$ cat src/rtl/core/dnd_pkg.sv
// Shared types and constants for the DNS name decompressor.
// No dependencies; the other files that use it refer to this package by scoped name.
`timescale 1ns / 1ps
`default_nettype none

package dnd_pkg;

    // store size default, name limits
    localparam int STORE_BYTES_DEF = 512;
    localparam int NAME_LIMIT      = 255;
    localparam int HOP_LIMIT       = 16;

    // walk position: 14-bit pointer targets plus one label past them
    localparam int PW         = 15;
    localparam int LEN_W      = 8;
    localparam int HOP_W      = 5;
    localparam int NAME_WORDS = (NAME_LIMIT + 4) / 4;
    localparam int NWW        = $clog2(NAME_WORDS);
    localparam int NRES_W     = $clog2(NAME_WORDS + 1);

    // top bits of a length byte
    localparam logic [1:0] KIND_LABEL = 2'b00;
    localparam logic [1:0] KIND_PTR   = 2'b11;

    typedef enum logic [1:0] {
        OP_CLEAR  = 2'd0,
        OP_APPEND = 2'd1,
        OP_DECODE = 2'd2,
        OP_UNUSED = 2'd3
    } t_op;

    typedef enum logic [1:0] {
        CMD_CLEAR  = 2'd0,
        CMD_APPEND = 2'd1,
        CMD_DECODE = 2'd2
    } t_cmd_kind;

    typedef enum logic [2:0] {
        ST_OK           = 3'd0,
        ST_BAD_LABEL    = 3'd1,
        ST_PAST_END     = 3'd2,
        ST_TOO_LONG     = 3'd3,
        ST_TOO_MANY_HOP = 3'd4
    } t_status;

    typedef struct packed {
        t_cmd_kind   kind;
        logic [7:0]  data;
        logic [8:0]  offset;
    } t_cmd;

    // chars[7:0] is the first character of the result
    typedef struct packed {
        logic [31:0] chars;
        logic [2:0]  count;
        logic        last;
        t_status     status;
    } t_result;

endpackage

`default_nettype wire

$ cat src/rtl/core/dnd_front.sv
// Front end: accepts input requests, classifies the op and queues commands.
// Depends on dnd_pkg.
`timescale 1ns / 1ps
`default_nettype none

module dnd_front (
    input  wire logic          i_clk,
    input  wire logic          i_rst_n,
    input  wire logic          i_valid,
    output logic               o_stall,
    input  wire logic [1:0]    i_op,
    input  wire logic [7:0]    i_data_byte,
    input  wire logic [8:0]    i_start_offset,
    output logic               o_cmd_valid,
    output dnd_pkg::t_cmd      o_cmd,
    input  wire logic          i_cmd_pop
);

    localparam int QD = 2;
    localparam int QA = $clog2(QD);
    localparam int QC = $clog2(QD + 1);

    dnd_pkg::t_cmd r_q [QD];
    logic [QA-1:0] r_wp, r_rp;
    logic [QC-1:0] r_cnt;

    dnd_pkg::t_cmd cmd;
    logic          accept;
    logic          push;
    logic          pop;

    assign o_stall     = (r_cnt == QC'(QD));
    assign accept      = i_valid && !o_stall;
    assign o_cmd_valid = (r_cnt != '0);
    assign o_cmd       = r_q[r_rp];
    assign pop         = i_cmd_pop && o_cmd_valid;

    // classify the op; the unused op is accepted and dropped
    always_comb begin
        cmd.data   = i_data_byte;
        cmd.offset = i_start_offset;
        cmd.kind   = dnd_pkg::CMD_CLEAR;
        push       = 1'b0;
        case (dnd_pkg::t_op'(i_op))
            dnd_pkg::OP_CLEAR: begin
                cmd.kind = dnd_pkg::CMD_CLEAR;
                push     = accept;
            end
            dnd_pkg::OP_APPEND: begin
                cmd.kind = dnd_pkg::CMD_APPEND;
                push     = accept;
            end
            dnd_pkg::OP_DECODE: begin
                cmd.kind = dnd_pkg::CMD_DECODE;
                push     = accept;
            end
            default: begin
                push = 1'b0;
            end
        endcase
    end

    // command queue storage
    always_ff @(posedge i_clk) begin
        if (push) begin
            r_q[r_wp] <= cmd;
        end
    end

    // command queue pointers
    always_ff @(posedge i_clk) begin
        if (!i_rst_n) begin
            r_wp  <= '0;
            r_rp  <= '0;
            r_cnt <= '0;
        end else begin
            if (push) begin
                r_wp <= r_wp + QA'(1);
            end
            if (pop) begin
                r_rp <= r_rp + QA'(1);
            end
            if (push && !pop) begin
                r_cnt <= r_cnt + QC'(1);
            end else if (pop && !push) begin
                r_cnt <= r_cnt - QC'(1);
            end
        end
    end

endmodule

`default_nettype wire

$ cat config.mk
export PLATFORM = sky130hd
export DESIGN_NAME = dnd_front
export DESIGN_NICKNAME = d
export VERILOG_FILES = /design/src/rtl/core/dnd_pkg.sv /design/src/rtl/core/dnd_front.sv
export SDC_FILE = /design/constraint.sdc
export NUM_CORES = 1
export LEC_CHECK = 0
export BUFFER_PORTS_ARGS = -buffer_cell sky130_fd_sc_hd__buf_4
export CAP_MARGIN = 20
export CORE_ASPECT_RATIO = 1.2
export CORE_MARGIN = 1.5
export CORE_UTILIZATION = 40
export DETAILED_ROUTE_END_ITERATION = 6
export PLACE_DENSITY = 0.65
export SLEW_MARGIN = 10
export SYNTH_ARGS = -nofsm -noshare
export SYNTH_HDL_FRONTEND = slang
export SYNTH_SLANG_ARGS = --single-unit
$ cat constraint.sdc
create_clock -name i_clk -period 2.34 [get_ports i_clk]
set_clock_uncertainty 0.15 [all_clocks]
set_input_delay 0.702 -clock i_clk [delete_from_list [all_inputs] [get_ports i_clk]]
set_output_delay 0.702 -clock i_clk [all_outputs]
set_load 0.02 [all_outputs]
==> results.yml, run 1 <==
routing:
  antenna_left: 0
  wl_met2_mm: 1.32
  drt-met1-wl_mm: 1.04
  wl_per_cell_um: 13.5
  wl_met3_um: 192
  drt-pass1-iter-count: 4
  drt_iter0_drc: 18
  routed.top_layer: "met4"
  drc_errors: 0
  num_vias: 883
  drt-total-wl_mm: 2.61
  routed_via_density: 4.55
logic_synthesis:
  syn_inst: 86
  ys_seq_elements: 43
  yosysTopAreaCellShare: 0.700
  ys_warn_count: 0
  synth_area_sq_um: 1630
  yosysSeqAreaShare: 0.761
  synthTopCellsByArea: "edfxtp_1 (70%), mux2_2 (13%), dfxtp_1 (6.1%), and2_1 (1.5%), nor2b_1 (1.5%)"
  syn_nets: 110
  synth_area_leader_cell: "edfxtp_1"
  synthDistinctLibCells: 20
  synth_area_per_cell_sq_um: 19.0
place:
  place_hpwl_mm: 1.91
  portBuffers: 43
  dp_slack_ns: 0.168
  place_congestion: 0.651
setup_path:
  worst-setup-path-type: "reg2out"
  reg2reg_from: "r_cnt[1]"
  regToRegEndpoint: "r_cnt[1]"
  crit_path_start_kind: "flop"
  path_max_fanout: 16
  worstPathRequired_ns: 1.49
  cp.arrival_ns: 1.42
  cp-end-kind: "output pin"
  rrSetupSlack_ns: 0.53
  crit_end: "o_cmd[15]"
  reg2reg_depth: 5
global_route:
  grt_max_degree: 17
  antenna_found_initial: 0
  first_global_vias: 882
  track_usage: 0.128
  grt_pass1_wl_mm: 3.90
  grt-ovfl-total: 0
clock_network:
  clock_sinks: 43
  cts-root-buf: "clkbuf_8"
  cts_setup_buffers: 0
  hold_buffers: 0
  clock_latency_ns: 0.28
  numCtsBuffers: 5
  cts_tree: "yes"
  clock_tree.buffer_depth: 2
  cts_resized: 0
  htreeDepth: 2
  path_clk_slew_ns: 0.07
timing:
  worst_pin_slew_ns: 0.280
  finalSetupViolCount: 0
  post-route-period-util: 0.972
  setup_slack_ns: 0.0654
  drv_slew: 0
  slew_headroom: 0.813
  clock.fmax_ghz: 0.440
  rsz0062_at_grt: "false"
  period_needed_ns: 2.27
  fin_setup_tns_ns: 0
  hold_violations: 0
status:
  status: "finished, final reports clean"
floorplanning:
  die_height_um: 72.9
  rows: 25
  io_pins: 44
  initial_core_util: 0.417
  die_w_um: 61.3
  core_sq_um: 3910
  dieArea_sq_um: 4470
power:
  irDropWorstVdd_v: 0.000640
  power.leakage_nw: 0.820
  powerDensity_nw_per_um2: 1090
job:
  cap_violations: 0
final_layout:
  fillCellCount: 322
  syn_to_final_growth_pct: 32.9
  drive_above_1_share: 0.543
  nNetsFinal: 163
  antennaDiodeCount: 0
hold_path:
  min_path_type: "reg2reg"
==> area by class of cell <==
cell class / instances / area [sq um] / share of cell area
Clock inverter: 1 / 30.0 / 0.0139
Timing Repair Buffer: 48 / 373 / 0.172
Clock buffer: 7 / 76.3 / 0.0352
Tap cell: 54 / 67.6 / 0.0312
Multi-Input combinational cell: 40 / 375 / 0.173
Inverter: 1 / 3.75 / 0.00173
Sequential cell: 43 / 1240 / 0.573
==> state kept, by name, summed over array words and instances, names as in the netlist, named ones only <==
register	flops
r_rp	1
r_q	38
r_wp	1
r_cnt	2
==> synth_stat cells (all sizes together) <==
master  number
or3          1
xnor2        2
a21boi       1
o21ai        2
dfxtp        5
mux2        19
nor2b        4
mux2i        1
nand2b       1
edfxtp      38
buf          2
a211oi       1
nand2        1
inv          1
and2         4
ha           1
or2          1
xor2         1
==> routing by layer <==
metal,track usage,up-vias
met1,0.139,416
met2,0.206,35
li1,-,426
met3,0.0514,6
met5,0,-
met4,0.0725,0
==> worst max-delay path: stages (launching register included) <==
cell and delay [ns]:
dfxtp_1 0.44, buf_12 0.19, mux2_2 0.35, buf_4 0.16
==> cells by family after synthesis <==
| logic type | Yosys count | share of synthesized area |
|---|---|---|
| AND/OR/NAND/NOR | 12 | 0.0445 |
| flip-flops | 43 | 0.761 |
| buffers and inverters | 3 | 0.00997 |
| multiplexers | 20 | 0.137 |
| adder cells (fa/ha/maj) | 1 | 0.00767 |
| XOR/XNOR | 3 | 0.0161 |
| AO/OA/AOI/OAI | 4 | 0.0230 |
==> how the worst min path moves through the flow <==
stage	start	to	cells past startpoint
final	r_wp	r_wp	2
after global routing	r_wp	r_wp	2
after global placement	r_wp	r_wp	2
after floorplan	r_wp	r_wp	2
after CTS	r_wp	r_wp	2
after detailed placement	r_wp	r_wp	2
==> report_power, final <==
group | leakage [nW] | internal, mW | total (mW) | switching [mW]
Clock | 0.0524 | 0.319 | 0.544 | 0.225
Combinational | 0.374 | 0.407 | 0.804 | 0.397
Sequential | 0.394 | 0.962 | 1.02 | 0.0532
Total | 0.820 | 1.69 | 2.36 | 0.675
==> layout by cell type (no fill, tap or decap) <==
master	instances
o21ai_1	1
bufinv_16	1
inv_1	1
mux2_2	19
buf_4	47
dfxtp_1	5
ha_1	1
nor2b_2	1
buf_12	1
a21boi_1	1
or3_1	1
clkbuf_8	5
nor2b_1	3
nand2_1	1
and2_1	4
a211oi_4	1
xor2_1	1
nand2b_1	1
mux2i_1	1
o21ai_0	1
xnor2_1	2
edfxtp_1	38
or2_2	1
clkbuf_1	2
==> per-stage QoR <==
stage	hold slack, ns	util	cell area (sq um)	power, mW	cells
after detailed placement	0.331	0.527	2060	1.85	186
after global placement	0.333	0.527	2060	1.83	186
after global routing	0.364	0.554	2170	2.47	194
after CTS	0.342	0.554	2170	2.39	194
final	0.343	0.554	2170	2.36	194
after floorplan	0.312	-	1630	1.52	86
Power figures use the tool's default switching activity.
==> run 2: changes to the inputs <==
SETUP_SLACK_MARGIN = 0.15   (was default)
==> results.yml, run 2 (synthesized netlist as in run 1, its figures left out) <==
global_route:
  antenna_found_initial: 0
  grt-ovfl-total: 0
  grt_pass1_wl_mm: 3.89
  track_usage: 0.127
  grt_max_degree: 17
  first_global_vias: 884
job:
  cap_violations: 0
timing:
  fin_setup_tns_ns: 0
  hold_violations: 0
  finalSetupViolCount: 0
  post-route-period-util: 0.925
  slew_headroom: 0.813
  rsz0062_at_grt: "true"
  clock.fmax_ghz: 0.462
  drv_slew: 0
  setup_slack_ns: 0.175
  hold_slack_ns: 0.344
  period_needed_ns: 2.16
  worst_pin_slew_ns: 0.280
floorplanning:
  die_w_um: 61.3
  dieArea_sq_um: 4470
  die_height_um: 72.9
  rows: 25
  initial_core_util: 0.417
  io_pins: 44
  core_sq_um: 3910
clock_network:
  clock_latency_ns: 0.28
  numCtsBuffers: 5
  hold_buffers: 0
  cts-root-buf: "clkbuf_8"
  cts_tree: "yes"
  clock_sinks: 43
  htreeDepth: 2
  clock_tree.buffer_depth: 2
  path_clk_slew_ns: 0.07
final_layout:
  drive_above_1_share: 0.556
  syn_to_final_growth_pct: 38.8
  final_common_cell: "edfxtp_1"
  fillCellCount: 309
  final_area_sq_um: 2260
  antennaDiodeCount: 0
  final_core_util: 0.579
  largest_reg_flops: 38
  top_register: "r_q"
  layout_common_cells: "edfxtp_1 (38), buf_4 (33), mux2_2 (18), buf_6 (15), clkbuf_8 (5)"
  nNetsFinal: 165
  top_regs: "r_q (38), r_cnt (2)"
place:
  place_congestion: 0.651
  dp_slack_ns: 0.168
  place_hpwl_mm: 1.91
  portBuffers: 43
  dpl_cell_area_sq_um: 2060
power:
  irDropWorstVdd_v: 0.000641
  powerDensity_nw_per_um2: 1100
  power.leakage_nw: 0.859
routing:
  antenna_left: 0
  drt-pass1-iter-count: 4
  routed_via_density: 4.58
  num_vias: 898
  drt-total-wl_mm: 2.69
  drc_errors: 0
  drt_iter0_drc: 16
  wl_per_cell_um: 13.7
hold_path:
  min_path_type: "reg2reg"
setup_path:
  cp_num_buf_inv: 2
  crit_path_start_kind: "flop"
  cpMaxStageDelayCell: "dfxtp_4"
  path_cells: "clkbuf_16 > mux2_2 > buf_6"
  cp.arrival_ns: 1.31
  critPathMaxStageDelay_ns: 0.39
  worstPathRequired_ns: 1.49
  cp-end-kind: "output pin"
  worst-setup-path-type: "reg2out"
  critPathTopFamily: "flip-flops"
  path_max_fanout: 8
status:
  status: "finished, final reports clean"
-- run 2: cell types whose count changed in the layout (fill, tap and decap cells not counted), sizes merged --
cell	previous run	this run
clkbuf	7	8
buf	48	49
-- run 2: area by class of cell --
cell class	instances	area [sq um]	area share
flip-flops and latches	43	1240	0.550
repair buffers	50	462	0.204
multi-input cells	40	379	0.167
clock buffers	7	76.3	0.0337
well taps	54	67.6	0.0299
clock inverters	1	30.0	0.0133
inverters	1	3.75	0.00166
-- run 2: final timing paths --
path         slack (ns)     start  depth (start not counted)       end
min reg2reg        0.34      r_wp                          2      r_wp
min                0.34      r_wp                          2      r_wp
max                0.18      flop                          3  o_cmd[0]
max reg2reg        0.54  r_cnt[1]                          5  r_cnt[1]
-- run 2: where the power goes --
group / switching [mW] / internal, mW
registers: 0.0568 / 0.966
clock network: 0.221 / 0.319
logic: 0.421 / 0.497
total: 0.699 / 1.78
-- run 2: metrics by stage --
| step | power, mW | cells |
|---|---|---|
| finish | 2.48 | 196 |
| global route | 2.59 | 196 |
| detailed placement | 1.85 | 186 |
| global placement | 1.83 | 186 |
| floorplan | 1.52 | 86 |
| CTS | 2.40 | 194 |
-- run 2: timing repair --
action | CTS | global route
buffers inserted | 0 | 1
gates resized for setup | 2 | 16
endpoints found under the setup margin | 16 | 16
pin swaps | 0 | 0
cloned | 0 | 1
-- run 2: routing by layer --
layer | routed length [um] | vias up | part of all wire | global-route usage
met5 | 0 | - | 0 | 0
met1 | 1080 | 428 | 0.40 | 0.137
li1 | - | 429 | - | -
met4 | 56 | 0 | 0.021 | 0.0725
met3 | 172 | 6 | 0.064 | 0.0514
met2 | 1380 | 35 | 0.51 | 0.207
-- run 2: worst min-delay path: stages, from the launching register on --
cell and delay, ns:
dfxtp_1 0.34, nand2_1 0.06, mux2i_1 0.05
==> run 3: changes to the inputs <==
BUFFER_PORTS_ARGS = default   (was -buffer_cell sky130_fd_sc_hd__buf_4)
DONT_BUFFER_PORTS = 1   (was default)
PLACE_DENSITY = 0.55   (was 0.65)
==> results.yml, run 3 (synthesized netlist as in run 1, its figures left out) <==
timing:
  drv_slew: 0
  period_needed_ns: 2.09
  hold_violations: 0
  hold_slack_ns: 0.343
  clock.fmax_ghz: 0.478
  slew_headroom: 0.821
  rsz0062_at_grt: "false"
  setup_slack_ns: 0.249
  fin_setup_tns_ns: 0
  finalSetupViolCount: 0
  post-route-period-util: 0.893
  worst_pin_slew_ns: 0.268
floorplanning:
  core_sq_um: 3910
  rows: 25
  die_height_um: 72.9
  io_pins: 44
  die_w_um: 61.3
  dieArea_sq_um: 4470
  initial_core_util: 0.417
setup_path:
  regToRegEndpoint: "r_cnt[1]"
  cp-end-kind: "output pin"
  cp.arrival_ns: 1.24
  path_max_fanout: 19
  worst-setup-path-type: "reg2out"
  rrSetupSlack_ns: 0.56
  worstPathRequired_ns: 1.49
  reg2reg_depth: 5
  reg2reg_from: "r_cnt[1]"
  crit_path_start_kind: "flop"
clock_network:
  cts_tree: "yes"
  numCtsBuffers: 5
  cts_setup_buffers: 0
  path_clk_slew_ns: 0.07
  clock_tree.buffer_depth: 2
  clock_sinks: 43
  htreeDepth: 2
  cts-root-buf: "clkbuf_8"
  clock_latency_ns: 0.28
power:
  irDropWorstVdd_v: 0.000504
  powerDensity_nw_per_um2: 1120
  power.leakage_nw: 0.595
routing:
  antenna_left: 0
  wl_per_cell_um: 15.1
  drc_errors: 0
  routed_via_density: 4.75
  num_vias: 712
  drt-total-wl_mm: 2.26
  drt-pass1-iter-count: 2
  drt_iter0_drc: 11
final_layout:
  drive_above_1_share: 0.333
  final_area_sq_um: 1800
  nNetsFinal: 119
  final_common_cell: "edfxtp_1"
  layout_common_cells: "edfxtp_1 (38), mux2_2 (19), dfxtp_1 (5), clkbuf_8 (5), and2_1 (4)"
  largest_reg_flops: 38
  top_register: "r_q"
  antennaDiodeCount: 0
  syn_to_final_growth_pct: 10.6
  fillCellCount: 360
  top_regs: "r_q (38), r_cnt (2)"
hold_path:
  hold_start: "r_wp"
  whs_endpoint: "r_wp"
  min_path_type: "reg2reg"
  hold_depth: 2
place:
  place_congestion: 0.645
  dp_slack_ns: 0.265
  portBuffers: 0
  dpl_cell_area_sq_um: 1720
  place_hpwl_mm: 1.51
global_route:
  antenna_found_initial: 0
  grt_pass1_wl_mm: 3.43
  first_global_vias: 761
  track_usage: 0.114
  grt_max_degree: 20
  grt-ovfl-total: 0
status:
  status: "finished, final reports clean"
job:
  cap_violations: 0
[run 3: layout make-up]
type	instances	area [sq um]	area share
inverters	1	3.75	0.00208
multi-input cells	40	375	0.208
clock inverters	1	5.00	0.00278
clock buffers	7	76.3	0.0423
repair buffers	4	33.8	0.0187
flip-flops and latches	43	1240	0.688
well taps	54	67.6	0.0375
[run 3: how the worst max path moves through the flow]
stage                        from        end  slack, ns  cells after the start
after floorplan           i_valid  r_q[0][0]       0.19                      3
after global placement    i_valid   r_cnt[1]       0.35                      5
after detailed placement  i_valid   r_cnt[1]       0.26                      5
after CTS                    flop  o_cmd[17]       0.16                      2
after global routing         flop  o_cmd[17]       0.18                      2
final                        flop  o_cmd[17]       0.25                      2
[run 3: worst max-delay path: stages, from the launching register on]
cell and delay [ns]:
dfxtp_1 0.32, buf_6 0.20, mux2_2 0.43
[run 3: metal layers]
metal	vias to the layer above	global-route usage	wire length, um
li1	339	-	-
met1	340	0.0970	755
met2	27	0.191	1200
met3	6	0.0780	254
met4	0	0.0580	48
met5	-	0	0
[run 3: through the flow]
step	util	total power, mW	instances
after floorplan	-	1.52	86
after global placement	0.439	1.60	142
after detailed placement	0.439	1.62	142
after CTS	0.460	2.05	150
after global routing	0.461	2.13	150
final	0.461	2.02	150
[run 3: power by group]
part	switching, mW	total (mW)	internal, mW
logic	0.358	0.588	0.230
clock network	0.221	0.430	0.209
registers	0.0422	1.00	0.963
[run 3: repair_timing]
| action | CTS | global route |
|---|---|---|
| hold buffers | 0 | 0 |
| gates resized for setup | 0 | 1 |
| endpoints found under the setup margin | 0 | 19 |
